`config.mk`:
```
export PLATFORM = sky130hd
export DESIGN_NAME = lrukv_cell
export DESIGN_NICKNAME = d
export VERILOG_FILES = /design/src/design/lrukv_pkg.sv /design/src/design/lrukv_cell.sv
export SDC_FILE = /design/constraint.sdc
export NUM_CORES = 1
export LEC_CHECK = 0
export ABC_AREA = 1
export BUFFER_PORTS_ARGS = -buffer_cell sky130_fd_sc_hd__buf_4
export CORE_MARGIN = 3
export CORE_UTILIZATION = 47
export CTS_CLUSTER_SIZE = 14
export DETAILED_ROUTE_END_ITERATION = 8
export MAX_ROUTING_LAYER = met4
export PLACE_DENSITY = 0.77
export SLEW_MARGIN = 40
export SYNTH_ARGS = -nofsm -noshare
export SYNTH_HDL_FRONTEND = slang
export SYNTH_SLANG_ARGS = --single-unit
export TNS_END_PERCENT = 50
```
`constraint.sdc`:
```
create_clock -name clk -period 6.15 [get_ports clk]
set_input_delay 0.615 -clock clk [delete_from_list [all_inputs] [get_ports clk]]
set_output_delay 0.615 -clock clk [all_outputs]
set_load 0.05 [all_outputs]
```
`src/design/lrukv_pkg.sv`:
```
// Shared types and constants of the LRU key/value cache.
// Depends on nothing; every other file imports it.
`timescale 1ns / 1ps
`default_nettype none

package lrukv_pkg;

  localparam int ENTRIES = 16;
  localparam int RANK_W  = $clog2(ENTRIES);
  localparam int OCC_W   = $clog2(ENTRIES + 1);
  localparam int FUNC_W  = 3;
  localparam int KEY_W   = 32;
  localparam int VAL_W   = 32;
  localparam int CAP_W   = 5;
  localparam int ENT_W   = 5;
  localparam int CNT_W   = 32;

  localparam logic [CAP_W-1:0] CAP_RESET = 5'd16;

  typedef enum logic [FUNC_W-1:0] {
    FUNC_GET      = 3'd0,
    FUNC_PUT      = 3'd1,
    FUNC_REMOVE   = 3'd2,
    FUNC_CONTAINS = 3'd3,
    FUNC_CLEAR    = 3'd4,
    FUNC_RSTAT    = 3'd5
  } func_t;

  typedef enum logic [2:0] {
    CMD_NONE,
    CMD_TOUCH,
    CMD_DROP,
    CMD_INSERT,
    CMD_CLEAR
  } cmd_op_t;

  // Broadcast from the controller to every cell.
  typedef struct packed {
    cmd_op_t                  op;
    logic                     wr_value;
    logic [RANK_W-1:0]        rank;
    logic signed [KEY_W-1:0]  key;
    logic signed [VAL_W-1:0]  value;
  } cell_cmd_t;

  // Handed from each cell to its neighbor along the chain.
  typedef struct packed {
    logic                     hit;
    logic                     claim;
    logic [RANK_W-1:0]        rank;
    logic signed [VAL_W-1:0]  value;
  } cell_link_t;

endpackage

`default_nettype wire

```
`src/design/lrukv_cell.sv`:
```
// One cache entry: key, value, valid flag and recency rank, plus its link
// in the lookup / free-slot chain. Depends on lrukv_pkg.
`timescale 1ns / 1ps
`default_nettype none

module lrukv_cell
  import lrukv_pkg::*;
(
  input  wire                      clk,
  input  wire                      rst_n,
  input  cell_cmd_t                cmd,
  input  wire signed [KEY_W-1:0]   lookup_key,
  input  cell_link_t               link_i,
  output cell_link_t               link_o,
  output logic                     valid_o,
  output logic                     hit_o
);

  logic                    valid_r;
  logic signed [KEY_W-1:0] key_r;
  logic signed [VAL_W-1:0] value_r;
  logic [RANK_W-1:0]       rank_r;
  logic                    hit;

  assign hit     = valid_r && (key_r == lookup_key);
  assign hit_o   = hit;
  assign valid_o = valid_r;

  // Keys are unique, so at most one cell along the chain hits.
  always_comb begin
    link_o.hit   = link_i.hit | hit;
    link_o.value = hit ? value_r : link_i.value;
    link_o.rank  = hit ? rank_r : link_i.rank;
    link_o.claim = link_i.claim | ~valid_r;
  end

  always_ff @(posedge clk) begin
    if (!rst_n) begin
      valid_r <= 1'b0;
    end else begin
      case (cmd.op)
        CMD_TOUCH: begin
          if (valid_r) begin
            if (rank_r == cmd.rank) begin
              rank_r <= '0;
              if (cmd.wr_value) begin
                value_r <= cmd.value;
              end
            end else if (rank_r < cmd.rank) begin
              rank_r <= rank_r + 1'b1;
            end
          end
        end
        CMD_DROP: begin
          if (valid_r) begin
            if (rank_r == cmd.rank) begin
              valid_r <= 1'b0;
            end else if (rank_r > cmd.rank) begin
              rank_r <= rank_r - 1'b1;
            end
          end
        end
        CMD_INSERT: begin
          if (valid_r) begin
            rank_r <= rank_r + 1'b1;
          end else if (!link_i.claim) begin
            // first free cell in the chain takes the new entry
            valid_r <= 1'b1;
            key_r   <= cmd.key;
            value_r <= cmd.value;
            rank_r  <= '0;
          end
        end
        CMD_CLEAR: begin
          valid_r <= 1'b0;
        end
        default: begin
        end
      endcase
    end
  end

endmodule

`default_nettype wire

```
# ---- After elaboration in Yosys (flattened, before gate mapping)
# Index checks and enable logic that the tools add are counted.
dict set report totals {
  ff_bits 69
  out_inout_bits 40
  in_bits 144
  wordCells 57
}
dict set report classes {
  addsub 2
  reduce_logical 7
  n_lt_le_gt_ge 2
  mux 22
  n_eq_ne 16
  bitwise 4
}
# cell n
set op_table {}
lappend op_table {{$mux W32} 6}
lappend op_table {{$pmux W32 S2} 1}
lappend op_table {{$mux W4} 9}
lappend op_table {{$eq A32 B32 Y1} 1}
lappend op_table {{$ne A2 B2 Y1 const B} 8}
lappend op_table {{$pmux W4 S3} 1}
lappend op_table {{$reduce_and A8 Y1} 1}
lappend op_table {{$reduce_and A7 Y1} 1}
lappend op_table {{$eq A3 B2 Y1 const B} 2}
lappend op_table {{$ne A3 B3 Y1 const B} 2}
lappend op_table {{$reduce_bool A3 Y1} 2}
lappend op_table {{$add A4 B1 Y4 const B} 1}
lappend op_table {{$eq A4 B4 Y1} 1}
lappend op_table {{$gt A4 B4 Y1} 1}
lappend op_table {{$lt A4 B4 Y1} 1}
lappend op_table {{$mux W1} 4}
lappend op_table {{$reduce_and A4 Y1} 1}
lappend op_table {{$sub A4 B1 Y4 const B} 1}
lappend op_table {{$eq A3 B1 Y1 const B} 1}
lappend op_table {{$eq A3 B3 Y1 const B} 1}
lappend op_table {{$pmux W1 S3} 1}
lappend op_table {{$not A1 Y1} 2}
lappend op_table {{$or A1 B1 Y1} 2}
lappend op_table {{$reduce_bool A2 Y1} 1}
lappend op_table {{$logic_and A1 B1 Y1} 1}

# ---- Logic depth before layout (Yosys ltp)
# Gate-level depths: netlist of run 1.
dict set report depth {
  ltp_word 5
  mapped_depth 11
  ltp_nobuf 11
}

# ---- Worst setup path before layout of run 1
# OpenSTA, ideal clock, no wires.
dict set report synth_path {
  path_kind {input port to flip-flop}
  from {input port cmd[67] (netlist name)}
  to {register value_r[0] (enable)}
  path_buffers 0
  arrival_ns 4.319
  setup_time_ns 0.501
  required_time_ns 5.649
  cell_stages 8
  slack_ns 1.329
  cell_sequence {inv_1 -> ha_1 -> nand2_1 -> inv_1 -> nand3_1 -> inv_1 -> nor2_1 -> nor4_1}
}
dict set report synth_between {
  elab_chain_cells 3
}
# item line
set synth_lines {}
lappend synth_lines {{from (decl)} lrukv_cell.sv:11} ;# input cell_cmd_t cmd,
lappend synth_lines {{$eq A4 B4 Y1} lrukv_cell.sv:44} ;# if (rank_r == cmd.rank) begin
lappend synth_lines {{$ne A2 B2 Y1 (no line)} -}
lappend synth_lines {{$reduce_and A7 Y1 (no line)} -}
lappend synth_lines {{to (signal assigned)} lrukv_cell.sv:47} ;# value_r <= cmd.value;
lappend synth_lines {{to (signal assigned)} lrukv_cell.sv:70} ;# value_r <= cmd.value;
lappend synth_lines {{to (decl)} lrukv_cell.sv:21} ;# logic signed [VAL_W-1:0] value_r;
# Every way passes these cells.
# A chain may end at the register's enable or synchronous reset.

==> key figures, run 1 <==
Pwr
  – P_leak: 2.67 nW
  – Peak supply drop: 0.156 mV
  – Pwr Density: 188 nW/um^2

Route
  – DRC Markers: 0
  – Drt wl/cell: 13.4 um
  – Drt via density: 4.71
  – Number of detailed-route iterations in the first pass: 4
  – Final ANT Viol Nets: 0
  – Final WL: 9.84 mm
  – Vias: 3452
  – 1st-iter DRT viols: 136

Timing
  – Fin. max-slew vios: 0
  – Max_slew headroom: 47.2%
  – Worst-margin pin slew: 0.792 ns
  – Final clock skew: 0.00638 ns
  – Setup TNS: 0 ns
  – Final setup viols: 0
  – Fin crit period: 3.70 ns
  – Final hold vios: 0
  – RSZ-0062 raised after global routing: false
  – Final worst-path cycle share: 60.1%
  – Max Freq: 0.271 GHz

Synthesis
  – Syn Area/Cell: 8.75 um^2
  – Count of cell types in the netlist: 31
  – Share of the synthesized area in the top cell type: 52.6%
  – Ys Warns: 0
  – Sequential area share after synthesis: 53.1%
  – Mapped cell area: 3880 um^2
  – Ranking of synthesized cells by area: edfxtp_1, nand2_1, inv_1
  – Syn Nets: 594
  – Syn Inst Count: 444
  – Synth Register Bits: 69
  – Area leader, netlist: edfxtp_1

Worst setup path
  – Worst Setup End Kind: output port
  – Reg2Reg Setup Slack: 3.97 ns
  – Element type at the critical path start: register
  – Worst path required time: 5.53 ns
  – Critical-path maximum fanout: 39
  – Critical path type: reg2out
  – Arr. time, crit path: 3.08 ns

Floorplan
  – Chip height: 96.9 um
  – Core area: 7890 um^2
  – Rows: 32
  – Initial Util: 49.3%
  – Die width: 96.9 um
  – Die ar.: 9390 um^2
  – I/O pins: 184

Worst hold path
  – Hold WC Path Type: in2reg

Place
  – Placed cell count: 718
  – DP Wirelength: 7.61 mm
  – PortBufs: 183
  – Placer congestion estimate: 0.882

Run
  – Max-cap violations: 0

GRT
  – GRT Total Usage: 21.1%
  – First-pass GRT wire length: 15.6 mm
  – Vias in the first global route: 3347
  – Initial antenna violation count: 0
  – Largest net degree at the start of global routing: 40
  – GR Overflow Total: 0

Clock tree
  – CTS tree: built
  – Post-cts hold buffer count: 0
  – Clock Tree Buf Depth: 2
  – Worst-skew pair later-pin latency: 0.33 ns
  – Buffer count from post-CTS setup fixing: 0
  – TritonCTS buffer count: 9
  – Clock sink count: 69
  – Clock H-tree levels: 3
  – Clock Pin Slew Worst Setup and Hold Paths: 0.07 ns
  – Clk root buf: clkbuf_8
  – PostCTS Resize Cnt: 0

Layout
  – Multi-input gate area: 1380 um^2
  – Layout area overhead: 41.1%
  – Fin cells: 733
  – Fill cells: 646
  – Share of cells above drive strength 1: 33.0%
  – Diode count: 0
  – FF+latch area: 2060 um^2
  – Final #Nets: 777

Run status
  – Run status: completed
[power breakdown]
group	internal, W	leakage [nW]	switching (W)	total (W)
logic	0.0000990	1.97	0.000102	0.000201
registers	0.000526	0.624	0.00000423	0.000530
clock network	0.000141	0.0756	0.000159	0.000300
[logic make-up (layout without fill, tap and decap cells)]
group                    Yosys count  count (layout)  share of synthesized area (%)
AO/OA/AOI/OAI                     55              55                           9.79
multiplexers                       1               1                          0.258
AND/OR/NAND/NOR                  194             194                           21.0
XOR/XNOR                          10              10                           2.25
flip-flops                        69              69                           53.1
buffers and inverters            109             296                           11.7
adder cells (fa/ha/maj)            6               6                           1.93
[synth_stat cells]
cell type    n
inv_1       93
o21ai_1      2
o21ai_0      5
dfxtp_1      1
clkbuf_1     2
ha_1         6
o211ai_1     1
nand3b_1     2
buf_4        4
nor2_1      28
nor2_4       1
inv_2        2
o31ai_1      1
nor4_1       1
nand4_1      1
a22oi_1      1
nand2_1    113
o22ai_1      1
nor3_1       1
a21oi_1      6
o21bai_1    37
nand3_1     43
buf_2        5
xor2_1       2
edfxtp_1    68
buf_6        3
mux2i_1      1
xnor2_1      8
or2_2        3
nand3_2      1
a311oi_1     1
[placed cells by master, fill, tap and decap left out]
cell | netlist | routed
a21oi_1 | 6 | 6
a22oi_1 | 1 | 1
a311oi_1 | 1 | 1
buf_4 | 4 | 186
clkbuf_1 | 2 | 1
clkbuf_8 | 0 | 9
clkinv_1 | 0 | 1
clkinv_2 | 0 | 2
clkinvlp_4 | 0 | 2
dfxtp_1 | 1 | 1
edfxtp_1 | 68 | 68
ha_1 | 6 | 6
inv_1 | 93 | 93
inv_2 | 2 | 2
mux2i_1 | 1 | 1
nand2_1 | 113 | 113
nand3_1 | 43 | 43
nand3_2 | 1 | 1
nand3b_1 | 2 | 2
nand4_1 | 1 | 1
nor2_1 | 28 | 28
nor2_4 | 1 | 1
nor3_2 | 0 | 1
nor4_2 | 0 | 1
o211ai_1 | 1 | 1
o21ai_0 | 5 | 5
o21ai_1 | 2 | 2
o21bai_1 | 37 | 37
o22ai_1 | 1 | 1
o31ai_1 | 1 | 1
or2_2 | 3 | 3
xnor2_1 | 8 | 8
xor2_1 | 2 | 2
[layer usage]
layer / up-vias / wire, um / global-route usage [%]
met5: - / 0 / -
met4: 0 / 188 / 7.88
met3: 14 / 513 / 3.46
met2: 121 / 5100 / 35.2
met1: 1539 / 4040 / 25.7
li1: 1778 / - / -
[worst paths after layout]
kind              from    endpoint  cells after the start
max            valid_o  link_o[33]                      9
max reg2reg  rank_r[2]  value_r[6]                      8
min reg2reg    valid_o     valid_o                      2
min            cmd[41]    key_r[9]                      1
[metrics by stage]
step	total power [W]	area (um^2)	util (%)	hold WS, ns	setup WS (ns)
6_report	0.00103	5480	69.5	0.457	2.45
5_1_grt	0.00108	5480	69.5	0.433	2.10
4_1_cts	0.00104	5480	69.5	0.439	2.41
3_5_place_dp	0.000741	5320	67.5	0.635	2.51
3_3_place_gp	0.000736	5320	67.5	0.610	2.59
2_1_floorplan	0.000637	3880	-	0.596	1.33
[registers in the layout, indices dropped and copies added (netlist names)]
register	count
key_r	32
value_r	32
rank_r	4
valid_o	1
[layout make-up]
class | instances | share of cell area [%]
Multi-Input combinational cell | 266 | 25.2
Clock inverter | 5 | 0.525
Inverter | 95 | 6.51
Tap cell | 102 | 2.33
Timing Repair Buffer | 186 | 25.5
Clock buffer | 10 | 2.33
Sequential cell | 69 | 37.6
[worst max-delay path, cell delays in order, from the launching register on]
cell	delay (ns)
dfxtp_1	0.48
inv_2	0.09
nor2_1	0.11
nand3_1	0.07
nor2_1	0.13
nand3_2	0.61
inv_2	0.77
nand3_1	0.15
nand2_1	0.13
buf_4	0.20
Power figures use the tool's default switching activity.
==> inputs of run 2 (changes only) <==
--- a/config.mk
+++ b/config.mk
@@ -8,11 +8,11 @@
 export ABC_AREA = 1
 export BUFFER_PORTS_ARGS = -buffer_cell sky130_fd_sc_hd__buf_4
 export CORE_MARGIN = 3
-export CORE_UTILIZATION = 47
+export CORE_UTILIZATION = 42
 export CTS_CLUSTER_SIZE = 14
 export DETAILED_ROUTE_END_ITERATION = 8
 export MAX_ROUTING_LAYER = met4
-export PLACE_DENSITY = 0.77
+export PLACE_DENSITY = 0.72
 export SLEW_MARGIN = 40
 export SYNTH_ARGS = -nofsm -noshare
 export SYNTH_HDL_FRONTEND = slang
==> constraint.sdc (replaced) <==
create_clock -name clk -period 3.15 [get_ports clk]
set_input_delay 0.315 -clock clk [delete_from_list [all_inputs] [get_ports clk]]
set_output_delay 0.315 -clock clk [all_outputs]
set_load 0.05 [all_outputs]
==> key figures, run 2 (same netlist as run 1, synthesis figures left out) <==
Clock tree
  – Worst-skew pair later-pin latency: 0.33 ns
  – TritonCTS buffer count: 9
  – Clock H-tree levels: 3
  – Clock Tree Buf Depth: 2
  – CTS tree: built
  – Clock sink count: 69
  – Clk root buf: clkbuf_8
  – Post-cts hold buffer count: 0
  – Buffer count from post-CTS setup fixing: 0
  – Clock Pin Slew Worst Setup and Hold Paths: 0.07 ns
  – PostCTS Resize Cnt: 0

Layout
  – Commonest non-fill, non-tap cell in the layout: buf_4
  – Multi-input gate area: 1400 um^2
  – Commonest cells after routing, fill and taps aside: buf_4, nand2_1, inv_1
  – Diode count: 0
  – Final core occ: 62.4%
  – Final #Nets: 778
  – Largest registers: key_r (32), value_r (32), rank_r (4)
  – Fill cells: 777
  – Share of cells above drive strength 1: 33.5%
  – Layout area overhead: 42.1%
  – FF+latch area: 2060 um^2
  – Fin cells: 741

Timing
  – Final clock skew: 0.00755 ns
  – Final worst-path cycle share: 86.9%
  – RSZ-0062 raised after global routing: false
  – Setup TNS: 0 ns
  – Min Hold Slack: 0.152 ns
  – Max_slew headroom: 50.3%
  – Worst-margin pin slew: 0.743 ns
  – Final hold vios: 0
  – Max Freq: 0.365 GHz
  – Final setup viols: 0
  – Fin. max-slew vios: 0
  – Fin crit period: 2.74 ns

GRT
  – GR Overflow Total: 0
  – GRT Total Usage: 18.6%
  – Vias in the first global route: 3249
  – First-pass GRT wire length: 14.6 mm
  – Initial antenna violation count: 0
  – Largest net degree at the start of global routing: 39

Worst setup path
  – Reg2Reg Setup Slack: 0.91 ns
  – Worst Setup End Kind: output port
  – R2R Path Start: rank_r[3]
  – Reg2Reg Depth: 8
  – Worst R2R End: value_r[10]
  – Critical path type: reg2out
  – Critical-path maximum fanout: 36
  – Worst path required time: 2.83 ns
  – Element type at the critical path start: register
  – Arr. time, crit path: 2.42 ns

Place
  – DP Wirelength: 7.61 mm
  – PortBufs: 183
  – Placer congestion estimate: 0.968
  – Placed cell count: 725

Floorplan
  – Die width: 102 um
  – Rows: 34
  – Die ar.: 10400 um^2
  – Core area: 8850 um^2
  – I/O pins: 184
  – Chip height: 102 um
  – Initial Util: 43.9%

Route
  – Final ANT Viol Nets: 0
  – Vias: 3477
  – DRC Markers: 0
  – Drt via density: 4.69
  – Final WL: 9.83 mm
  – 1st-iter DRT viols: 138
  – Drt wl/cell: 13.3 um
  – Number of detailed-route iterations in the first pass: 5

Run status
  – Run status: completed

Run
  – Max-cap violations: 0

Pwr
  – Total power: 0.00203 W
  – Pwr Density: 368 nW/um^2
  – P_leak: 2.69 nW
  – Peak supply drop: 0.204 mV

Worst hold path
  – Hold Crit Depth: 1
  – Hold Path End: key_r[7]
  – Hold WC Path Type: in2reg
  – Hold path start: cmd[39]
run 2: worst max-delay path by stage:
stage              startpoint         end  slack [ns]  cells after the start
2_1_floorplan       rank_r[2]  value_r[0]        0.54                      7
3_3_place_gp   lookup_key[12]   link_o[3]        0.72                     12
3_5_place_dp   lookup_key[30]   link_o[3]        0.72                     11
4_1_cts             key_r[12]   link_o[3]        0.36                     10
5_1_grt              key_r[3]   link_o[3]        0.16                     10
6_report            key_r[12]   link_o[3]        0.41                     10
run 2: where the power goes:
part	total, W	switching [W]	internal, W
logic	0.000391	0.000197	0.000193
registers	0.00103	0.00000835	0.00103
clock network	0.000607	0.000327	0.000279
total	0.00203	0.000533	0.00150
run 2: critical path, stage by stage (launching register included):
cell and delay [ns]:
edfxtp_1 0.39, nand2_1 0.09, nand2_1 0.05, nor2_1 0.09
nand2_1 0.08, nor2_1 0.15, nand2_1 0.11, nor2_4 0.58
nand3_1 0.20, nand2_1 0.13, buf_4 0.20
run 2: cell type report:
type                    instances  area share (%)
clock inverters                 7           0.771
well taps                     108            2.45
clock buffers                   9            2.24
multi-input cells             266            25.3
inverters                      95            6.46
flip-flops and latches         69            37.4
repair buffers                187            25.4
run 2: layer usage:
layer  wire (um)  GRT usage [%]  up-vias
met5           0              -        -
met2        5300           31.6      112
met1        3890           21.7     1570
met3         511           4.51       11
li1            -              -     1784
met4         129           5.75        0
run 2: stage by stage:
stage / worst slack (ns) / instance area, um^2
2_1_floorplan: 0.544 / 3910
3_3_place_gp: 0.722 / 5350
3_5_place_dp: 0.716 / 5350
4_1_cts: 0.359 / 5520
5_1_grt: 0.157 / 5520
6_report: 0.412 / 5520
